$ cat src/sv/stc_pkg.sv
`timescale 1ns / 1ps

package stc_pkg;

  // Sub-second ticks; each tick event in run mode advances one of these.
  localparam int TicksPerSecond = 2;
  localparam int TickW = (TicksPerSecond > 1) ? $clog2(TicksPerSecond) : 1;
  localparam logic [TickW-1:0] TickLast = TickW'(TicksPerSecond - 1);

  localparam logic [5:0] SecLast  = 6'd59;
  localparam logic [5:0] MinLast  = 6'd59;
  localparam logic [4:0] HourLast = 5'd23;

  typedef enum logic [1:0] {
    OpTick   = 2'd0,
    OpToggle = 2'd1,
    OpPoll   = 2'd2
  } op_e;

  typedef struct packed {
    logic hour_up;
    logic hour_down;
    logic minute_up;
    logic minute_down;
  } btn_t;

  // Time of day held as a mixed-radix count (hours:minutes:seconds:ticks), plus LED and set mode.
  typedef struct packed {
    logic [4:0]       hr;
    logic [5:0]       mn;
    logic [5:0]       sec;
    logic [TickW-1:0] sub;
    logic             led;
    logic             set_mode;
  } time_t;

  typedef struct packed {
    logic [1:0] hour_tens;
    logic [3:0] hour_units;
    logic [2:0] minute_tens;
    logic [3:0] minute_units;
  } digits_t;

  function automatic logic [4:0] hour_inc(logic [4:0] h);
    return (h >= HourLast) ? 5'd0 : h + 5'd1;
  endfunction

  function automatic logic [4:0] hour_dec(logic [4:0] h);
    return (h == 5'd0) ? HourLast : h - 5'd1;
  endfunction

endpackage

$ cat src/sv/settable_time_of_day_counter.sv
`timescale 1ns / 1ps
// The result of an accepted input transaction is held in the output register.
// Throughput: one event per cycle while results are taken; the time-of-day update is a single pass of
//   carry logic on the hour/minute/second/tick counters, so events go back to back.
// Reset (rst_ni low, asynchronous): time 00:00:00, run mode, LED low, output empty.
module settable_time_of_day_counter (
  input  logic        clk_i,
  input  logic        rst_ni,

  input  logic        s_axis_tvalid,
  output logic        s_axis_tready,
  // [0] hour_up, [1] hour_down, [2] minute_up, [3] minute_down, [7:4] zero
  input  logic [7:0]  s_axis_tdata,
  // [1:0] operation (0 tick, 1 toggle set mode, 2 poll buttons)
  input  logic [1:0]  s_axis_tuser,

  output logic        m_axis_tvalid,
  input  logic        m_axis_tready,
  // [4:0] hours_now, [10:5] minutes_now, [16:11] seconds_now, [18:17] hour_tens,
  // [22:19] hour_units, [25:23] minute_tens, [29:26] minute_units,
  // [30] second_led, [31] setting_mode
  output logic [31:0] m_axis_tdata
);

  logic             accept;
  stc_pkg::op_e     op;
  stc_pkg::btn_t    btn;
  stc_pkg::time_t   time_d;
  stc_pkg::digits_t digits;

  logic        out_valid_q;
  logic        out_valid_d;
  logic [31:0] out_data_q;

  // The output register frees up in the same cycle its result is taken.
  assign s_axis_tready = !out_valid_q || m_axis_tready;
  assign accept        = s_axis_tvalid && s_axis_tready;

  assign op  = stc_pkg::op_e'(s_axis_tuser);
  assign btn = '{hour_up:     s_axis_tdata[0],
                 hour_down:   s_axis_tdata[1],
                 minute_up:   s_axis_tdata[2],
                 minute_down: s_axis_tdata[3]};

  // Counter state is updated on each accepted transaction; time_d is its next value.
  stc_core u_core (
    .clk_i    (clk_i),
    .rst_ni   (rst_ni),
    .accept_i (accept),
    .op_i     (op),
    .btn_i    (btn),
    .time_d_o (time_d)
  );

  // Decimal digits for the display, from the updated time.
  stc_format u_format (
    .hr_i     (time_d.hr),
    .mn_i     (time_d.mn),
    .digits_o (digits)
  );

  always_comb begin
    out_valid_d = out_valid_q;
    if (accept) begin
      out_valid_d = 1'b1;
    end else if (m_axis_tready) begin
      out_valid_d = 1'b0;
    end
  end

  always_ff @(posedge clk_i or negedge rst_ni) begin
    if (!rst_ni) begin
      out_valid_q <= 1'b0;
    end else begin
      out_valid_q <= out_valid_d;
    end
  end

  // Result payload; seconds are whole seconds, the sub-second ticks stay internal.
  always_ff @(posedge clk_i) begin
    if (accept) begin
      out_data_q <= {time_d.set_mode, time_d.led,
                     digits.minute_units, digits.minute_tens,
                     digits.hour_units, digits.hour_tens,
                     time_d.sec, time_d.mn, time_d.hr};
    end
  end

  assign m_axis_tvalid = out_valid_q;
  assign m_axis_tdata  = out_data_q;

endmodule

$ cat src/sv/stc_core.sv
`timescale 1ns / 1ps

module stc_core (
  input  logic          clk_i,
  input  logic          rst_ni,
  input  logic          accept_i,
  input  stc_pkg::op_e  op_i,
  input  stc_pkg::btn_t btn_i,
  output stc_pkg::time_t time_d_o
);

  stc_pkg::time_t time_q;
  stc_pkg::time_t time_d;

  always_comb begin
    time_d = time_q;
    case (op_i)
      stc_pkg::OpTick: begin
        if (!time_q.set_mode) begin
          time_d.led = ~time_q.led;
          if (time_q.sub >= stc_pkg::TickLast) begin
            time_d.sub = '0;
            if (time_q.sec >= stc_pkg::SecLast) begin
              time_d.sec = 6'd0;
              if (time_q.mn >= stc_pkg::MinLast) begin
                time_d.mn = 6'd0;
                time_d.hr = stc_pkg::hour_inc(time_q.hr);
              end else begin
                time_d.mn = time_q.mn + 6'd1;
              end
            end else begin
              time_d.sec = time_q.sec + 6'd1;
            end
          end else begin
            time_d.sub = time_q.sub + stc_pkg::TickW'(1);
          end
        end
      end
      stc_pkg::OpToggle: begin
        time_d.set_mode = ~time_q.set_mode;
      end
      stc_pkg::OpPoll: begin
        if (time_q.set_mode) begin
          // buttons apply in a fixed order: hour up, hour down, minute up, minute down
          if (btn_i.hour_up)   time_d.hr = stc_pkg::hour_inc(time_d.hr);
          if (btn_i.hour_down) time_d.hr = stc_pkg::hour_dec(time_d.hr);
          if (btn_i.minute_up) begin
            if (time_d.mn >= stc_pkg::MinLast) begin
              time_d.mn = 6'd0;
              time_d.hr = stc_pkg::hour_inc(time_d.hr);
            end else begin
              time_d.mn = time_d.mn + 6'd1;
            end
          end
          if (btn_i.minute_down) begin
            if (time_d.mn == 6'd0) begin
              time_d.mn = stc_pkg::MinLast;
              time_d.hr = stc_pkg::hour_dec(time_d.hr);
            end else begin
              time_d.mn = time_d.mn - 6'd1;
            end
          end
        end
      end
      default: begin
        time_d = time_q;
      end
    endcase
  end

  always_ff @(posedge clk_i or negedge rst_ni) begin
    if (!rst_ni) begin
      time_q <= '0;
    end else if (accept_i) begin
      time_q <= time_d;
    end
  end

  assign time_d_o = time_d;

  // Counter digits stay within their radix.
  assert property (@(posedge clk_i) disable iff (!rst_ni)
    time_q.hr <= stc_pkg::HourLast && time_q.mn <= stc_pkg::MinLast &&
    time_q.sec <= stc_pkg::SecLast && time_q.sub <= stc_pkg::TickLast)
    else $error("time of day counter out of range");

  // A tick while setting changes nothing.
  assert property (@(posedge clk_i) disable iff (!rst_ni)
    accept_i && op_i == stc_pkg::OpTick && time_q.set_mode |=> $stable(time_q))
    else $error("tick altered time in set mode");

  // A poll while running changes nothing.
  assert property (@(posedge clk_i) disable iff (!rst_ni)
    accept_i && op_i == stc_pkg::OpPoll && !time_q.set_mode |=> $stable(time_q))
    else $error("poll altered time in run mode");

  // The LED toggles exactly on a running tick.
  assert property (@(posedge clk_i) disable iff (!rst_ni)
    accept_i && op_i == stc_pkg::OpTick && !time_q.set_mode |=>
    time_q.led != $past(time_q.led))
    else $error("LED did not toggle on tick");

endmodule

$ cat src/sv/stc_format.sv
`timescale 1ns / 1ps

module stc_format (
  input  logic [4:0]      hr_i,
  input  logic [5:0]      mn_i,
  output stc_pkg::digits_t digits_o
);

  logic [2:0] mn_tens;

  always_comb begin
    if (hr_i >= 5'd20) begin
      digits_o.hour_tens  = 2'd2;
      digits_o.hour_units = 4'(hr_i - 5'd20);
    end else if (hr_i >= 5'd10) begin
      digits_o.hour_tens  = 2'd1;
      digits_o.hour_units = 4'(hr_i - 5'd10);
    end else begin
      digits_o.hour_tens  = 2'd0;
      digits_o.hour_units = 4'(hr_i);
    end

    if (mn_i >= 6'd50)      mn_tens = 3'd5;
    else if (mn_i >= 6'd40) mn_tens = 3'd4;
    else if (mn_i >= 6'd30) mn_tens = 3'd3;
    else if (mn_i >= 6'd20) mn_tens = 3'd2;
    else if (mn_i >= 6'd10) mn_tens = 3'd1;
    else                    mn_tens = 3'd0;

    digits_o.minute_tens  = mn_tens;
    digits_o.minute_units = 4'(mn_i - 6'(mn_tens) * 6'd10);
  end

endmodule

$ cat config.mk
export PLATFORM = sky130hd
export DESIGN_NAME = settable_time_of_day_counter
export DESIGN_NICKNAME = d
export VERILOG_FILES = /design/src/sv/stc_pkg.sv /design/src/sv/settable_time_of_day_counter.sv /design/src/sv/stc_core.sv /design/src/sv/stc_format.sv
export SDC_FILE = /design/constraint.sdc
export NUM_CORES = 1
export LEC_CHECK = 0
export ABC_CLOCK_PERIOD_IN_PS = 5600
export BUFFER_PORTS_ARGS = -buffer_cell sky130_fd_sc_hd__buf_2
export CAP_MARGIN = 25
export CORE_UTILIZATION = 50
export DETAILED_ROUTE_END_ITERATION = 10
export PLACE_DENSITY = 0.7
export SYNTH_ARGS = -nofsm -noshare
export SYNTH_HDL_FRONTEND = slang
export SYNTH_SLANG_ARGS = --single-unit
$ cat constraint.sdc
create_clock -name clk_i -period 5.6 [get_ports clk_i]
set_input_delay 0.28 -clock clk_i [delete_from_list [all_inputs] [get_ports clk_i]]
set_output_delay 0.28 -clock clk_i [all_outputs]
set_load 0.01 [all_outputs]
# --- Word level (Yosys, flattened, before mapping) ---
# Cells that the tools add are included.
totals:
  ff_bits: 53
  inputBits: 14
  wordCells: 83
classes:
  n_addsub: 11
  n_mul: 1
  n_lt_le_gt_ge: 12
  n_eq_ne: 2
  mux: 37
  bitwise: 2
  n_reduce_logical: 9
op_table:
  columns: ["op", "count"]
  rows:
  - ["two-way mux 5 bit", 14]
  - ["two-way mux 11 bit", 6]
  - [">= comparator 6 bit (second input constant)", 4]
  - ["one-hot mux 11 bit (2 select lines)", 1]
  - ["two-way mux 19 bit", 1]
  - ["two-way mux 6 bit", 3]
  - ["two-way mux 17 bit", 1]
  - [">= comparator 5 bit (second input constant)", 3]
  - ["adder 6 x 1 -> 6 bit (second input constant)", 2]
  - [">= comparator 6 x 5 -> 1 bit (second input constant)", 2]
  - ["two-way mux 3 bit", 4]
  - ["adder 5 x 1 -> 5 bit (second input constant)", 2]
  - ["logical NOT 5 bit", 2]
  - ["subtractor 5 x 1 -> 5 bit (second input constant)", 2]
  - ["two-way mux 8 bit", 1]
  - [">= comparator 6 x 4 -> 1 bit (second input constant)", 1]
  - ["logical NOT 6 bit", 1]
  - ["subtractor 6 x 1 -> 6 bit (second input constant)", 1]
  - [">= comparator 5 x 4 -> 1 bit (second input constant)", 1]
  - ["two-way mux 1 bit", 5]
  - ["two-way mux 4 bit", 1]
  - ["subtractor 4 x 3 -> 4 bit (second input constant)", 1]
  - ["subtractor 4 bit", 1]
  - ["subtractor 4 bit (second input constant)", 1]
  - ["12 further kinds", 13]

# --- Longest topological paths before layout ---
depth:
  depth_word: 30
  mapped_depth: 26

# --- Modules after synthesis ---
# From an unflattened synthesis, not the netlist that was laid out.
hier_totals:
  hier_cells: 418
  area_unflattened_um2: 3963.8
modules_own_cells:
  columns: ["module", "instances", "cells_each", "area_each_um2", "seq_area_each_um2"]
  rows:
  - ["stc_core", 1, 329, 2532.4, 500.5]
  - ["settable_time_of_day_counter", 1, 36, 1014.7, 985.9]
  - ["stc_format", 1, 53, 416.6, 0.0]

# --- Worst setup path after synthesis ---
# OpenSTA, ideal clock, no wires.
synth_timing:
  path_kind: "register to register"
  start: "register u_core.time_q[15] (netlist name)"
  end: "register out_data_q[21], in the netlist m_axis_tdata[21], data pin"
  t_arrival_ns: 4.820
  required_ns: 5.410
  slack_ns: 0.590
  path_stages_with_launch: 27
  n_path_buf: 0
  synth_period_minus_slack_ns: 5.010
  cell_sequence: "dfrtp_1 > ha_1 > a211oi_2 > or2_2 > a31oi_1 > ha_1 > nand2_1 > nor2b_1 > nand3_2 > nand2_1 > ha_1 > nand3_1 > a221o_1 > o32ai_1 > o21ba_2 > nor3b_1 > nor2_1 > ha_1 > nand2_1 > xnor2_1 > o21a_1 > inv_1 > ha_1 > nand2_1 > o31ai_4 > nor2_2 > a2111oi_2"
synth_rtl:
  columns: ["item", "line", "source"]
  rows:
  - ["from (decl)", "stc_core.sv:12", "stc_pkg::time_t time_q;"]
  - ["from (signal assigned)", "stc_core.sv:75", "time_q <= time_d;"]
  - ["to (signal assigned)", "settable_time_of_day_counter.sv:82", "out_data_q <= {time_d.set_mode, time_d.led,"]
  - ["to (decl)", "settable_time_of_day_counter.sv:33", "logic [31:0] out_data_q;"]

==> results.py <==
metrics = {
    "pwr": {
        "power_density_mw_per_mm2": 552,
        "cellLeakagePower_uw": 0.00179,
        "power_uw": 2380,
        "vdd_drop_max_uv": 275,
    },
    "global_routing": {
        "grt_pass1_wl_um": 15000,
        "antenna_found_initial": 0,
        "grt_pass1_vias": 3140,
        "grt_overflow": 0,
        "grt_max_degree": 39,
        "gr-usage-all-layers_pct": 22.4,
    },
    "cts": {
        "htreeDepth": 2,
        "clock_path_buffers": 2,
        "cts_tree": "done",
        "clock-sinks": 51,
        "clk_latency_ns": 0.32,
        "cts.clk_slew.worst_paths_ns": 0.11,
        "root_buffer": "clkbuf_8",
        "numCtsBuffers": 5,
    },
    "yosys": {
        "yosysTopAreaCell": "edfxtp_1",
        "synthFlopType": "edfxtp_1",
        "ys_types": 73,
        "synth-edff-count": 30,
        "ys_top_cells_by_area": "edfxtp_1 (23%), dfrtp_1 (13%), nand2_1 (4.1%)",
        "synth.cells.most_frequent": "nand2_1 (43), nor2_1 (36), o21ai_0 (32)",
        "syn_inst": 432,
        "synthArstFlopShare_pct": 41.2,
        "ys_seq_area_share_pct": 36.5,
        "avgSynthCellArea_um2": 9.04,
        "syn_nets": 458,
        "synth_seq_cells": 51,
        "yosys_warnings": 0,
        "synth_top_area_share_pct": 23.1,
        "synth_area_mm2": 0.00390,
        "synth.most_common_cell": "nand2_1",
    },
    "worst_hold_path": {
        "hold_depth": 2,
        "holdPathEnd": "m_axis_tvalid",
        "min-delay-start": "s_axis_tvalid",
        "hold_class": "in -> reg",
    },
    "critical_path": {
        "crit_family": "compound AO/OA/AOI/OAI gates",
        "crit_path_frequent_cell": "nand2_1",
        "crit_arrival_ns": 5.33,
        "cp-end-kind": "flop",
        "cp-start-kind": "flop",
        "crit_fanout": 15,
        "critPathMaxStageDelay_ns": 0.38,
        "r2r-end": "m_axis_tdata[21]",
        "cp.required_ns": 5.72,
        "critPathKind": "reg -> reg",
        "path_buf_inv": 3,
        "cp_slowest_cell": "dfrtp_1",
        "reg2reg_depth": 26,
        "regToRegStartpoint": "u_core.time_q[15]",
        "regToRegSetupSlack_ns": 0.38,
    },
    "drt": {
        "wirelength_um": 8870,
        "dr.pass1.iters": 5,
        "antenna_left": 0,
        "vias": 3488,
        "vias_per_cell": 6.13,
        "drt-initial-drc-count": 238,
        "wl_per_cell_um": 15.6,
        "drc": 0,
    },
    "final_layout": {
        "fin_util_pct": 58.3,
        "finalNonFillerCells": 569,
        "fillers": 660,
        "final_nets": 495,
        "area_delta_synth_final_pct": 10.7,
        "drive_gt1_share_pct": 20.2,
        "diodes": 0,
        "seqCellArea_mm2": 0.00143,
        "multi_input_area_mm2": 0.00228,
    },
    "sta": {
        "holdWs_ns": 0.171,
        "report.final.hold_viol_count": 0,
        "finalMaxSlewViolations": 0,
        "worst_pin_slew_ns": 0.791,
        "max_slew_margin_pct": 47.2,
        "fmax_mhz": 192,
        "clock_skew_ns": 0.0194,
        "setup_viol": 0,
        "fin_crit_ns": 5.22,
        "period_share_pct": 93.1,
        "rsz0062_at_grt": "false",
        "tns_ns": 0,
    },
    "run": {
        "drv_cap": 0,
    },
    "placed_design": {
        "placedCellCount": 559,
        "hpwl_um": 6400,
        "port_buffers": 43,
        "place.gp.congestion": 0.874,
    },
    "floorplanning": {
        "start_util_pct": 52.7,
        "io_pins": 48,
        "rows": 31,
        "dieArea_mm2": 0.00816,
        "fp.dieH_um": 90.4,
        "die_width_um": 90.4,
        "core_mm2": 0.00741,
    },
    "status": {
        "outcome": "completed",
    },
}
worst reg2reg max path: cells and delay by family, from the launching register on:
kind / cells / cell delay [ns]
xor gates and xnor gates: 1 / 0.14
adders and majority gates: 4 / 0.82
buffers and inverters: 3 / 0.45
AOI/OAI and AO/OA: 9 / 1.91
and+or+nand+nor: 9 / 1.31
DFF: 1 / 0.38
power by group:
part / total (uW) / switching (uW) / internal [uW]
Combinational: 1480 / 857 / 619
Sequential: 673 / 114 / 559
Clock: 236 / 143 / 93.0
Total: 2380 / 1110 / 1270
cells in the final DEF (no fill, tap or decap), types with 6 or more instances in the layout:
cell,instances
mux2_2,8
nand2_1,43
buf_2,43
o21a_1,8
ha_1,8
nor3_1,12
mux2i_1,7
and3_1,6
a31oi_1,8
dfrtp_1,21
xor2_1,7
o21ai_0,32
a21oi_1,17
nor2_1,36
o31ai_1,7
edfxtp_1,30
inv_1,17
nand3_1,8
nand4_1,9
xnor2_1,8
a32oi_1,7
buf_4,12
cell type report:
class | count | share of cell area (%)
clock buffer | 5 | 1.59
clock inverter | 3 | 0.637
inverter | 20 | 1.74
multi-input combinational | 335 | 52.9
sequential | 51 | 33.0
tap | 99 | 2.87
timing repair buffer | 56 | 7.30
kinds of logic after synthesis:
kind of cell | share of synthesized area, %
AO/OA/AOI/OAI | 28.0
AND/OR/NAND/NOR | 18.5
flip-flops | 36.5
buffers and inverters | 5.19
XOR/XNOR | 3.37
multiplexers | 4.10
adder cells (fa/ha/maj) | 4.29
per-layer routing:
layer	global-route usage [%]	wire (um)	vias to the layer above
li1	-	-	1715
met4	6.59	151	0
met1	31.9	4250	1651
met2	35.7	4130	105
met3	2.61	338	17
met5	0	0	-
stage by stage:
stage | cell area, um^2 | worst slack (ns)
2_1_floorplan | 3900 | 0.590
3_3_place_gp | 4200 | 0.305
3_5_place_dp | 4200 | 0.200
4_1_cts | 4300 | 0.167
5_1_grt | 4320 | 0.0662
6_report | 4320 | 0.385
registers in the layout, summed over array words and instances, names as in the netlist:
name / flops
u_core.time_q: 20
m_axis_tdata: 30
m_axis_tvalid: 1
repair_timing:
action | 4_1_cts | 5_1_grt
hold buffers | 1 | 0
gates resized for setup | 0 | 4
hold endpoints to repair | 21 | 0
setup buffers | 0 | 1
setup endpoints to repair | 0 | 5
worst max path at each step:
| stage | startpoint | endpoint | depth (start not counted) |
|---|---|---|---|
| after CTS | u_core.time_q[15] | m_axis_tdata[21] | 26 |
| after global routing | u_core.time_q[16] | m_axis_tdata[21] | 26 |
| after detailed placement | u_core.time_q[15] | m_axis_tdata[21] | 26 |
| after global placement | u_core.time_q[15] | m_axis_tdata[21] | 26 |
| final | u_core.time_q[15] | m_axis_tdata[21] | 26 |
| after floorplan | u_core.time_q[15] | m_axis_tdata[21] | 26 |
No activity file was read; power rests on OpenSTA's default activity.
